## src/sv/shke_pkg.sv

```systemverilog
`default_nettype none
// ----------------------------------------------------------------------------
// shke_pkg: shared types, constants and functions of the key hash engine
// Mode codes, hash constants, the internal item record and the CRC step.
// ----------------------------------------------------------------------------
package shke_pkg;

  // widths
  localparam int HASH_W         = 32;
  localparam int POSITION_WIDTH = 32;
  localparam int BYTE_W         = 8;
  localparam int MODE_W         = 3;
  localparam int CFG_ADDR_W     = 3;
  localparam int CFG_DATA_W     = 32;

  // queue geometry (front queue and result queue)
  localparam int QDEPTH = 2;
  localparam int QPTR_W = $clog2(QDEPTH);
  localparam int QCNT_W = $clog2(QDEPTH + 1);

  // register indexes
  localparam logic [CFG_ADDR_W-3:0] REG_HASH_MODE = '0;

  // hash mode codes
  localparam logic [MODE_W-1:0] MODE_LEN  = 3'd0;
  localparam logic [MODE_W-1:0] MODE_SUM  = 3'd1;
  localparam logic [MODE_W-1:0] MODE_POS  = 3'd2;
  localparam logic [MODE_W-1:0] MODE_DJB2 = 3'd3;
  localparam logic [MODE_W-1:0] MODE_CRC  = 3'd4;

  // hash constants
  localparam logic [HASH_W-1:0] DJB2_START = 32'd5381;
  localparam logic [HASH_W-1:0] CRC_POLY   = 32'h82F6_3B78;
  localparam logic [HASH_W-1:0] ALL_ONES   = 32'hFFFF_FFFF;
  localparam int                DJB2_SHIFT = 5;

  // one queued work item
  typedef struct packed {
    logic [BYTE_W-1:0] key_byte;
    logic              present;
    logic              last;
    logic [MODE_W-1:0] mode;
  } shke_item_t;

  // unused codes fold onto CRC
  function automatic logic [MODE_W-1:0] eff_mode(input logic [MODE_W-1:0] m);
    eff_mode = (m <= MODE_CRC) ? m : MODE_CRC;
  endfunction

  // reflected CRC-32C, one byte, bit by bit
  function automatic logic [HASH_W-1:0] crc_byte(input logic [HASH_W-1:0] crc_in,
                                                 input logic [BYTE_W-1:0] b);
    logic [HASH_W-1:0] c;
    c = crc_in ^ HASH_W'(b);
    for (int k = 0; k < BYTE_W; k++) begin
      c = (c >> 1) ^ (c[0] ? CRC_POLY : '0);
    end
    crc_byte = c;
  endfunction

endpackage : shke_pkg
`default_nettype wire

```

## src/sv/selectable_key_hash_engine.sv

```systemverilog
`default_nettype none
// ----------------------------------------------------------------------------
// selectable_key_hash_engine: streaming key hash with selectable function
// Length, byte sum, position-weighted sum, DJB2 or CRC-32C over a byte key.
// ----------------------------------------------------------------------------
//  channel   direction  handshake            payload
//  input     in         push / full          in_key_byte, in_byte_present,
//                                            in_last_byte
//  result    out        empty / pop          out_hash_value
//  config    in/out     psel/penable/pready  paddr, pwdata, prdata (hash_mode)
//
//  One key byte per cycle while full is low; the last item of a key waits in
//  the item queue, and its hash is written to the result queue at the edge
//  where the back part takes that item; the result ports show the queue head.
//  The per-byte step (CRC bit loop or 32x32 weight multiply) is combinational.
//  Reset clears both queues and the accumulator; hash_mode resets to CRC-32C.
//  Front and back stall independently through a two-entry item queue.
// ----------------------------------------------------------------------------
module selectable_key_hash_engine (
  input  wire logic                              clk,
  input  wire logic                              rst_n,
  // input channel
  input  wire logic                              push,
  output logic                                   full,
  input  wire logic [shke_pkg::BYTE_W-1:0]       in_key_byte,
  input  wire logic                              in_byte_present,
  input  wire logic                              in_last_byte,
  // result channel
  output logic                                   empty,
  input  wire logic                              pop,
  output logic [shke_pkg::HASH_W-1:0]            out_hash_value,
  // configuration port
  input  wire logic                              psel,
  input  wire logic                              penable,
  input  wire logic                              pwrite,
  input  wire logic [shke_pkg::CFG_ADDR_W-1:0]   paddr,
  input  wire logic [shke_pkg::CFG_DATA_W-1:0]   pwdata,
  output logic [shke_pkg::CFG_DATA_W-1:0]        prdata,
  output logic                                   pready
);
  import shke_pkg::*;

  logic [MODE_W-1:0] mode_r, mode_nxt;
  logic              cfg_wr;
  logic              hit_mode;
  logic              q_valid;
  logic              q_pop;
  shke_item_t        q_item;

  // configuration register
  assign pready   = 1'b1;
  assign hit_mode = (paddr[CFG_ADDR_W-1:2] == REG_HASH_MODE);
  assign cfg_wr   = psel && penable && pwrite && pready;
  assign prdata   = hit_mode ? CFG_DATA_W'(mode_r) : '0;

  always_comb begin
    mode_nxt = mode_r;
    if (cfg_wr && hit_mode) begin
      mode_nxt = pwdata[MODE_W-1:0];
    end
  end

  always_ff @(posedge clk) begin
    if (!rst_n) begin
      mode_r <= MODE_CRC;
    end else begin
      mode_r <= mode_nxt;
    end
  end

  // accept and classify
  shke_front u_front (
    .clk             (clk),
    .rst_n           (rst_n),
    .push            (push),
    .full            (full),
    .in_key_byte     (in_key_byte),
    .in_byte_present (in_byte_present),
    .in_last_byte    (in_last_byte),
    .hash_mode       (mode_r),
    .q_valid         (q_valid),
    .q_item          (q_item),
    .q_pop           (q_pop)
  );

  // hash datapath and result queue
  shke_back u_back (
    .clk            (clk),
    .rst_n          (rst_n),
    .q_valid        (q_valid),
    .q_item         (q_item),
    .q_pop          (q_pop),
    .empty          (empty),
    .pop            (pop),
    .out_hash_value (out_hash_value)
  );

endmodule : selectable_key_hash_engine
`default_nettype wire

```

## src/sv/shke_front.sv

```systemverilog
`default_nettype none
// ----------------------------------------------------------------------------
// shke_front: input side of the key hash engine
// Accepts key items, drops idle items and queues the rest with the mode.
// ----------------------------------------------------------------------------
module shke_front (
  input  wire logic                          clk,
  input  wire logic                          rst_n,
  input  wire logic                          push,
  output logic                               full,
  input  wire logic [shke_pkg::BYTE_W-1:0]   in_key_byte,
  input  wire logic                          in_byte_present,
  input  wire logic                          in_last_byte,
  input  wire logic [shke_pkg::MODE_W-1:0]   hash_mode,
  output logic                               q_valid,
  output shke_pkg::shke_item_t               q_item,
  input  wire logic                          q_pop
);
  import shke_pkg::*;

  shke_item_t        mem [QDEPTH];
  logic [QPTR_W-1:0] wr_ptr_r, wr_ptr_nxt;
  logic [QPTR_W-1:0] rd_ptr_r, rd_ptr_nxt;
  logic [QCNT_W-1:0] cnt_r, cnt_nxt;
  logic              accept;
  logic              wr_en;
  logic              rd_en;
  shke_item_t        item_in;

  // classify: idle items are taken but never queued
  assign full    = (cnt_r == QCNT_W'(QDEPTH));
  assign accept  = push && !full;
  assign wr_en   = accept && (in_byte_present || in_last_byte);
  assign q_valid = (cnt_r != '0);
  assign rd_en   = q_pop && q_valid;
  assign q_item  = mem[rd_ptr_r];

  always_comb begin
    item_in.key_byte = in_key_byte;
    item_in.present  = in_byte_present;
    item_in.last     = in_last_byte;
    item_in.mode     = eff_mode(hash_mode);
  end

  // pointer and fill count
  always_comb begin
    wr_ptr_nxt = wr_ptr_r;
    rd_ptr_nxt = rd_ptr_r;
    cnt_nxt    = cnt_r;
    if (wr_en) begin
      wr_ptr_nxt = (wr_ptr_r == QPTR_W'(QDEPTH - 1)) ? '0 : wr_ptr_r + 1'b1;
    end
    if (rd_en) begin
      rd_ptr_nxt = (rd_ptr_r == QPTR_W'(QDEPTH - 1)) ? '0 : rd_ptr_r + 1'b1;
    end
    if (wr_en && !rd_en) begin
      cnt_nxt = cnt_r + 1'b1;
    end else if (!wr_en && rd_en) begin
      cnt_nxt = cnt_r - 1'b1;
    end
  end

  always_ff @(posedge clk) begin
    if (!rst_n) begin
      wr_ptr_r <= '0;
      rd_ptr_r <= '0;
      cnt_r    <= '0;
    end else begin
      wr_ptr_r <= wr_ptr_nxt;
      rd_ptr_r <= rd_ptr_nxt;
      cnt_r    <= cnt_nxt;
    end
  end

  // queue storage
  always_ff @(posedge clk) begin
    if (wr_en) begin
      mem[wr_ptr_r] <= item_in;
    end
  end

endmodule : shke_front
`default_nettype wire

```

## src/sv/shke_back.sv

```systemverilog
`default_nettype none
// ----------------------------------------------------------------------------
// shke_back: hash datapath of the key hash engine
// Updates the running hash one byte per cycle unless the result queue is full, and queues finished hashes.
// ----------------------------------------------------------------------------
module shke_back (
  input  wire logic                          clk,
  input  wire logic                          rst_n,
  input  wire logic                          q_valid,
  input  wire shke_pkg::shke_item_t          q_item,
  output logic                               q_pop,
  output logic                               empty,
  input  wire logic                          pop,
  output logic [shke_pkg::HASH_W-1:0]        out_hash_value
);
  import shke_pkg::*;

  logic [HASH_W-1:0]         hash_r, hash_nxt;
  logic [POSITION_WIDTH-1:0] pos_r, pos_nxt;
  logic                      fresh_r, fresh_nxt;

  logic [HASH_W-1:0]         base_hash;
  logic [HASH_W-1:0]         upd_hash;
  logic [HASH_W-1:0]         sx;
  logic [HASH_W-1:0]         prod;
  logic [POSITION_WIDTH-1:0] base_pos;
  logic [POSITION_WIDTH-1:0] weight;
  logic [POSITION_WIDTH-1:0] upd_pos;
  logic [HASH_W-1:0]         result;
  logic                      step;
  logic                      res_push;

  logic [HASH_W-1:0]         omem [QDEPTH];
  logic [QPTR_W-1:0]         owr_ptr_r, owr_ptr_nxt;
  logic [QPTR_W-1:0]         ord_ptr_r, ord_ptr_nxt;
  logic [QCNT_W-1:0]         ocnt_r, ocnt_nxt;
  logic                      ofull;
  logic                      rd_en;

  // take an item whenever the result queue has room
  assign ofull    = (ocnt_r == QCNT_W'(QDEPTH));
  assign q_pop    = q_valid && !ofull;
  assign step     = q_pop;
  assign res_push = step && q_item.last;

  // key start loads the mode's seed
  always_comb begin
    if (fresh_r) begin
      case (q_item.mode)
        MODE_DJB2: base_hash = DJB2_START;
        MODE_CRC:  base_hash = ALL_ONES;
        default:   base_hash = '0;
      endcase
      base_pos = '0;
    end else begin
      base_hash = hash_r;
      base_pos  = pos_r;
    end
  end

  // per-byte update
  assign sx     = {{(HASH_W-BYTE_W){q_item.key_byte[BYTE_W-1]}}, q_item.key_byte};
  assign weight = base_pos + 1'b1;
  assign prod   = sx * HASH_W'(weight);

  always_comb begin
    upd_hash = base_hash;
    upd_pos  = base_pos;
    if (q_item.present) begin
      upd_pos = weight;
      case (q_item.mode)
        MODE_SUM:  upd_hash = base_hash + sx;
        MODE_POS:  upd_hash = base_hash + prod;
        MODE_DJB2: upd_hash = (base_hash << DJB2_SHIFT) + base_hash + sx;
        MODE_CRC:  upd_hash = crc_byte(base_hash, q_item.key_byte);
        default:   upd_hash = base_hash;
      endcase
    end
  end

  // finished value
  always_comb begin
    case (q_item.mode)
      MODE_LEN: result = HASH_W'(upd_pos);
      MODE_CRC: result = upd_hash ^ ALL_ONES;
      default:  result = upd_hash;
    endcase
  end

  // accumulator state
  always_comb begin
    hash_nxt  = hash_r;
    pos_nxt   = pos_r;
    fresh_nxt = fresh_r;
    if (step) begin
      if (q_item.last) begin
        hash_nxt  = '0;
        pos_nxt   = '0;
        fresh_nxt = 1'b1;
      end else begin
        hash_nxt  = upd_hash;
        pos_nxt   = upd_pos;
        fresh_nxt = 1'b0;
      end
    end
  end

  always_ff @(posedge clk) begin
    if (!rst_n) begin
      hash_r  <= '0;
      pos_r   <= '0;
      fresh_r <= 1'b1;
    end else begin
      hash_r  <= hash_nxt;
      pos_r   <= pos_nxt;
      fresh_r <= fresh_nxt;
    end
  end

  // result queue
  assign empty          = (ocnt_r == '0);
  assign rd_en          = pop && !empty;
  assign out_hash_value = omem[ord_ptr_r];

  always_comb begin
    owr_ptr_nxt = owr_ptr_r;
    ord_ptr_nxt = ord_ptr_r;
    ocnt_nxt    = ocnt_r;
    if (res_push) begin
      owr_ptr_nxt = (owr_ptr_r == QPTR_W'(QDEPTH - 1)) ? '0 : owr_ptr_r + 1'b1;
    end
    if (rd_en) begin
      ord_ptr_nxt = (ord_ptr_r == QPTR_W'(QDEPTH - 1)) ? '0 : ord_ptr_r + 1'b1;
    end
    if (res_push && !rd_en) begin
      ocnt_nxt = ocnt_r + 1'b1;
    end else if (!res_push && rd_en) begin
      ocnt_nxt = ocnt_r - 1'b1;
    end
  end

  always_ff @(posedge clk) begin
    if (!rst_n) begin
      owr_ptr_r <= '0;
      ord_ptr_r <= '0;
      ocnt_r    <= '0;
    end else begin
      owr_ptr_r <= owr_ptr_nxt;
      ord_ptr_r <= ord_ptr_nxt;
      ocnt_r    <= ocnt_nxt;
    end
  end

  always_ff @(posedge clk) begin
    if (res_push) begin
      omem[owr_ptr_r] <= result;
    end
  end

endmodule : shke_back
`default_nettype wire
```

## config.mk

```make
export PLATFORM = sky130hd
export DESIGN_NAME = selectable_key_hash_engine
export DESIGN_NICKNAME = d
export VERILOG_FILES = /design/src/sv/shke_pkg.sv /design/src/sv/selectable_key_hash_engine.sv /design/src/sv/shke_front.sv /design/src/sv/shke_back.sv
export SDC_FILE = /design/constraint.sdc
export NUM_CORES = 1
export LEC_CHECK = 0
export BUFFER_PORTS_ARGS = -buffer_cell sky130_fd_sc_hd__buf_4
export CAP_MARGIN = 20
export CELL_PAD_IN_SITES_DETAIL_PLACEMENT = 2
export CELL_PAD_IN_SITES_GLOBAL_PLACEMENT = 2
export CORE_ASPECT_RATIO = 2
export CORE_UTILIZATION = 36
export CTS_CLUSTER_SIZE = 12
export DETAILED_ROUTE_END_ITERATION = 7
export GPL_TIMING_DRIVEN = 0
export PLACE_DENSITY_LB_ADDON = 0.05
export SYNTH_ARGS = -nofsm -noshare
export SYNTH_HDL_FRONTEND = slang
export SYNTH_SLANG_ARGS = --single-unit
```

## constraint.sdc

```tcl
create_clock -name clk -period 7.42 [get_ports clk]
set_clock_uncertainty 0.15 [all_clocks]
set_input_delay 1.484 -clock clk [delete_from_list [all_inputs] [get_ports clk]]
set_output_delay 1.484 -clock clk [all_outputs]
set_load 0.01 [all_outputs]
```

==> flow_metrics.env <==
export IMPL_die_w_um=174
export IMPL_holdPathStages=2
export IMPL_dp_hpwl_mm=87.7
export IMPL_cts_clk_slew_worst_paths_ns=0.07
export IMPL_num_nets_final=3078
export IMPL_synthCells=2424
export IMPL_crit_fanout=6
export IMPL_critical_path_arrival_ns=8.68
export IMPL_gp_congestion=0.973
export IMPL_crit_start="u_back.fresh_r"
export IMPL_dp_cells=3293
export IMPL_min_path_type="reg2reg"
export IMPL_overflow=0
export IMPL_synth_ff_type="edfxtp_1"
export IMPL_end_kind="flip-flop"
export IMPL_ant_nets=0
export IMPL_antenna_found_initial=2
export IMPL_grt_total_usage=0.370
export IMPL_num_antenna_cells=0
export IMPL_num_fill_cells=6305
export IMPL_critical_path_required_ns=7.49
export IMPL_netlist_area_leader_share=0.204
export IMPL_slew_headroom=0.199
export IMPL_drtPass1Iterations=8
export IMPL_wl_mm=116
export IMPL_synthToLayoutAreaGrowth_pct=28.4
export IMPL_r2r_end="u_back.omem[1][24]"
export IMPL_cts_buffer_depth=2
export IMPL_io_buffers=57
export IMPL_multiInputGateArea_mm2=0.0183
export IMPL_power_density_mw_per_mm2=545
export IMPL_grt_pass1_wl_mm=160
export IMPL_status="finished, violations left"
export IMPL_grt_pass1_vias=23600
export IMPL_violations="design-rule violations, negative setup slack"
export IMPL_tritoncts="done"
export IMPL_rows=126
export IMPL_drc=1
export IMPL_synth_edf_count=90
export IMPL_ios=119
export IMPL_p_leak_nw=11.2
export IMPL_grt_max_degree=33
export IMPL_final_common_cell="nor2_1"
export IMPL_ys_top_cells_by_area="fa_1 20%, edfxtp_1 13%, ha_1 7.7%"
export IMPL_whs_endpoint="u_back.hash_r[22]"
export IMPL_drv_cap=0
export IMPL_start_util=0.364
export IMPL_ys_warn_count=0
export IMPL_synthDistinctLibCells=87
export IMPL_fin_crit_sh=1.16
export IMPL_seqCellArea_mm2=0.00427
export IMPL_cts_root_buf="clkbuf_16"
export IMPL_fin_cells=3458
export IMPL_hp_start="u_back.hash_r[22]"
export IMPL_yosysTopAreaCell="fa_1"
export IMPL_slew_violations=0
export IMPL_detailroute_via_count=20600
export IMPL_grt_setup_unrepaired="true"
export IMPL_drive_gt1_frac=0.252
export IMPL_max_stage_delay_ns=0.64
export IMPL_startpoint_type="flip-flop"
export IMPL_netlist_area_mm2=0.0214
export IMPL_worstSkewPairLatency_ns=0.45
export IMPL_ir_worst_vdd_mv=0.304
export IMPL_hold_viol=0
export IMPL_htree_levels=4
export IMPL_setup_viol=69
export IMPL_path_delay_family="adder cells"
export IMPL_max_freq_mhz=116
export IMPL_r2r_start="u_back.fresh_r"
export IMPL_rrSetupSlack_ns=-1.18
export IMPL_syn_area_per_cell_um2=8.82
export IMPL_ff2ff_path_depth=32
export IMPL_ys_ff_latch=168
export IMPL_finalCriticalPeriod_ns=8.60
export IMPL_worstSetupPathType="reg2reg"
export IMPL_worstMarginPinSlew_ns=1.20
export IMPL_ys_async_sr_fraction=0
export IMPL_core_area_mm2=0.0588
export IMPL_vias_per_cell=5.96
export IMPL_final_setup_tns_ns=-47.79
export IMPL_mostFrequentLayoutCells="219 x nor2_1, 211 x fa_1, 193 x buf_4"
export IMPL_cts_buffers=17
export IMPL_post_drt_wl_per_cell_um=33.6
export IMPL_cts_sinks=168
export IMPL_cp_slowest_cell="or4_4"
export IMPL_crit_buf_inv=8
export IMPL_die_area_mm2=0.0604
export IMPL_drtIter0Drc=998
export IMPL_setup_slack_ns=-1.18
export IMPL_yosysSeqAreaShare=0.199
export IMPL_die_y_um=347
==> sequential cells by signal, summed over array words and instances (netlist names), named ones only <==
| register | cells |
|---|---|
| u_back.owr_ptr_r | 1 |
| u_front.cnt_r | 2 |
| u_back.omem | 64 |
| u_front.rd_ptr_r | 1 |
| u_back.fresh_r | 1 |
| u_back.ocnt_r | 2 |
| u_back.pos_r | 32 |
| u_front.mem | 26 |
| u_back.ord_ptr_r | 1 |
| u_back.hash_r | 32 |
| u_front.wr_ptr_r | 1 |
| mode_r | 3 |
==> kinds of logic after synthesis <==
family / synth area share
and+or+nand+nor: 0.164
muxes: 0.0325
AOI/OAI and AO/OA: 0.161
adders and majority gates: 0.281
buffers and inverters: 0.0641
DFF: 0.199
xor gates and xnor gates: 0.0971
other: 0.000351
==> metrics by stage <==
| stage | area (um2) | hold WS, ns | power [W] | setup slack (ns) | utilization |
|---|---|---|---|---|---|
| final | 27500 | 0.322 | 0.0150 | -1.18 | 0.467 |
| after global routing | 27500 | 0.325 | 0.0156 | -1.24 | 0.467 |
| after CTS | 26500 | 0.315 | 0.0139 | -0.677 | 0.451 |
| after detailed placement | 23400 | 0.299 | 0.0117 | -2.86 | 0.398 |
| after global placement | 23200 | 0.283 | 0.0113 | -3.29 | 0.394 |
| after floorplan | 21800 | 0.270 | 0.00791 | 0.000572 | - |
==> synthesized netlist by cell type, types with 10 or more instances <==
master / number
buf_4: 30
o21bai_1: 12
or2_2: 15
a21o_1: 40
o22ai_1: 22
o21a_1: 15
xor2_1: 83
nand4_1: 10
o211ai_1: 15
a221oi_1: 16
or3_1: 11
fa_1: 218
a31oi_1: 14
edfxtp_1: 90
mux2i_1: 23
a22oi_1: 35
o21ai_0: 119
nor3_1: 36
nor2b_1: 66
a21boi_0: 14
o221ai_1: 12
clkbuf_1: 104
mux2_2: 39
nand2_1: 188
a21oi_1: 148
dfxtp_1: 78
nor2_1: 257
ha_1: 131
and3_1: 19
a211oi_1: 14
inv_1: 171
and2_1: 35
o31ai_1: 11
xnor2_1: 147
nand3_1: 48
nand2b_1: 16
buf_1: 15
==> cell type report <==
type | count | share of cell area
clock buffers | 17 | 0.0155
well taps | 768 | 0.0350
plain buffers | 152 | 0.0312
repair buffers | 210 | 0.0663
inverters | 172 | 0.0237
flip-flops and latches | 168 | 0.155
clock inverters | 15 | 0.00583
multi-input cells | 1956 | 0.667
==> power breakdown <==
part           internal [W]  switching, W  total, W
Sequential          0.00124     0.0000866   0.00132
Combinational       0.00483       0.00792    0.0127
Clock              0.000448      0.000450  0.000899
==> repair_timing <==
action,4_1_cts,5_1_grt
pin swaps,163,115
gates cloned,1,0
setup buffers,91,49
setup endpoints to repair,88,73
gates resized for setup,371,117
hold buffers,0,0
==> metal layers <==
metal,vias up,share of wire,GRT usage
met5,-,0.00076,0.00899
met4,4,0.12,0.344
met3,452,0.037,0.0474
met2,701,0.53,0.692
met1,10700,0.32,0.340
li1,8753,-,-
==> worst max path at each step <==
stage | end | cells after the start
finish | u_back.omem[1][24] | 32
global route | u_back.omem[1][24] | 32
CTS | u_back.omem[0][28] | 33
floorplan | u_back.omem[0][28] | 33
detailed placement | u_back.omem[0][16] | 27
global placement | u_back.omem[0][28] | 22
==> worst min-delay path, stage by stage (launching register included) <==
cell and delay (ns):
dfxtp_1 0.32, nand2_1 0.05, o21ai_1 0.05
Note: power is estimated with default switching activity, not from simulation.
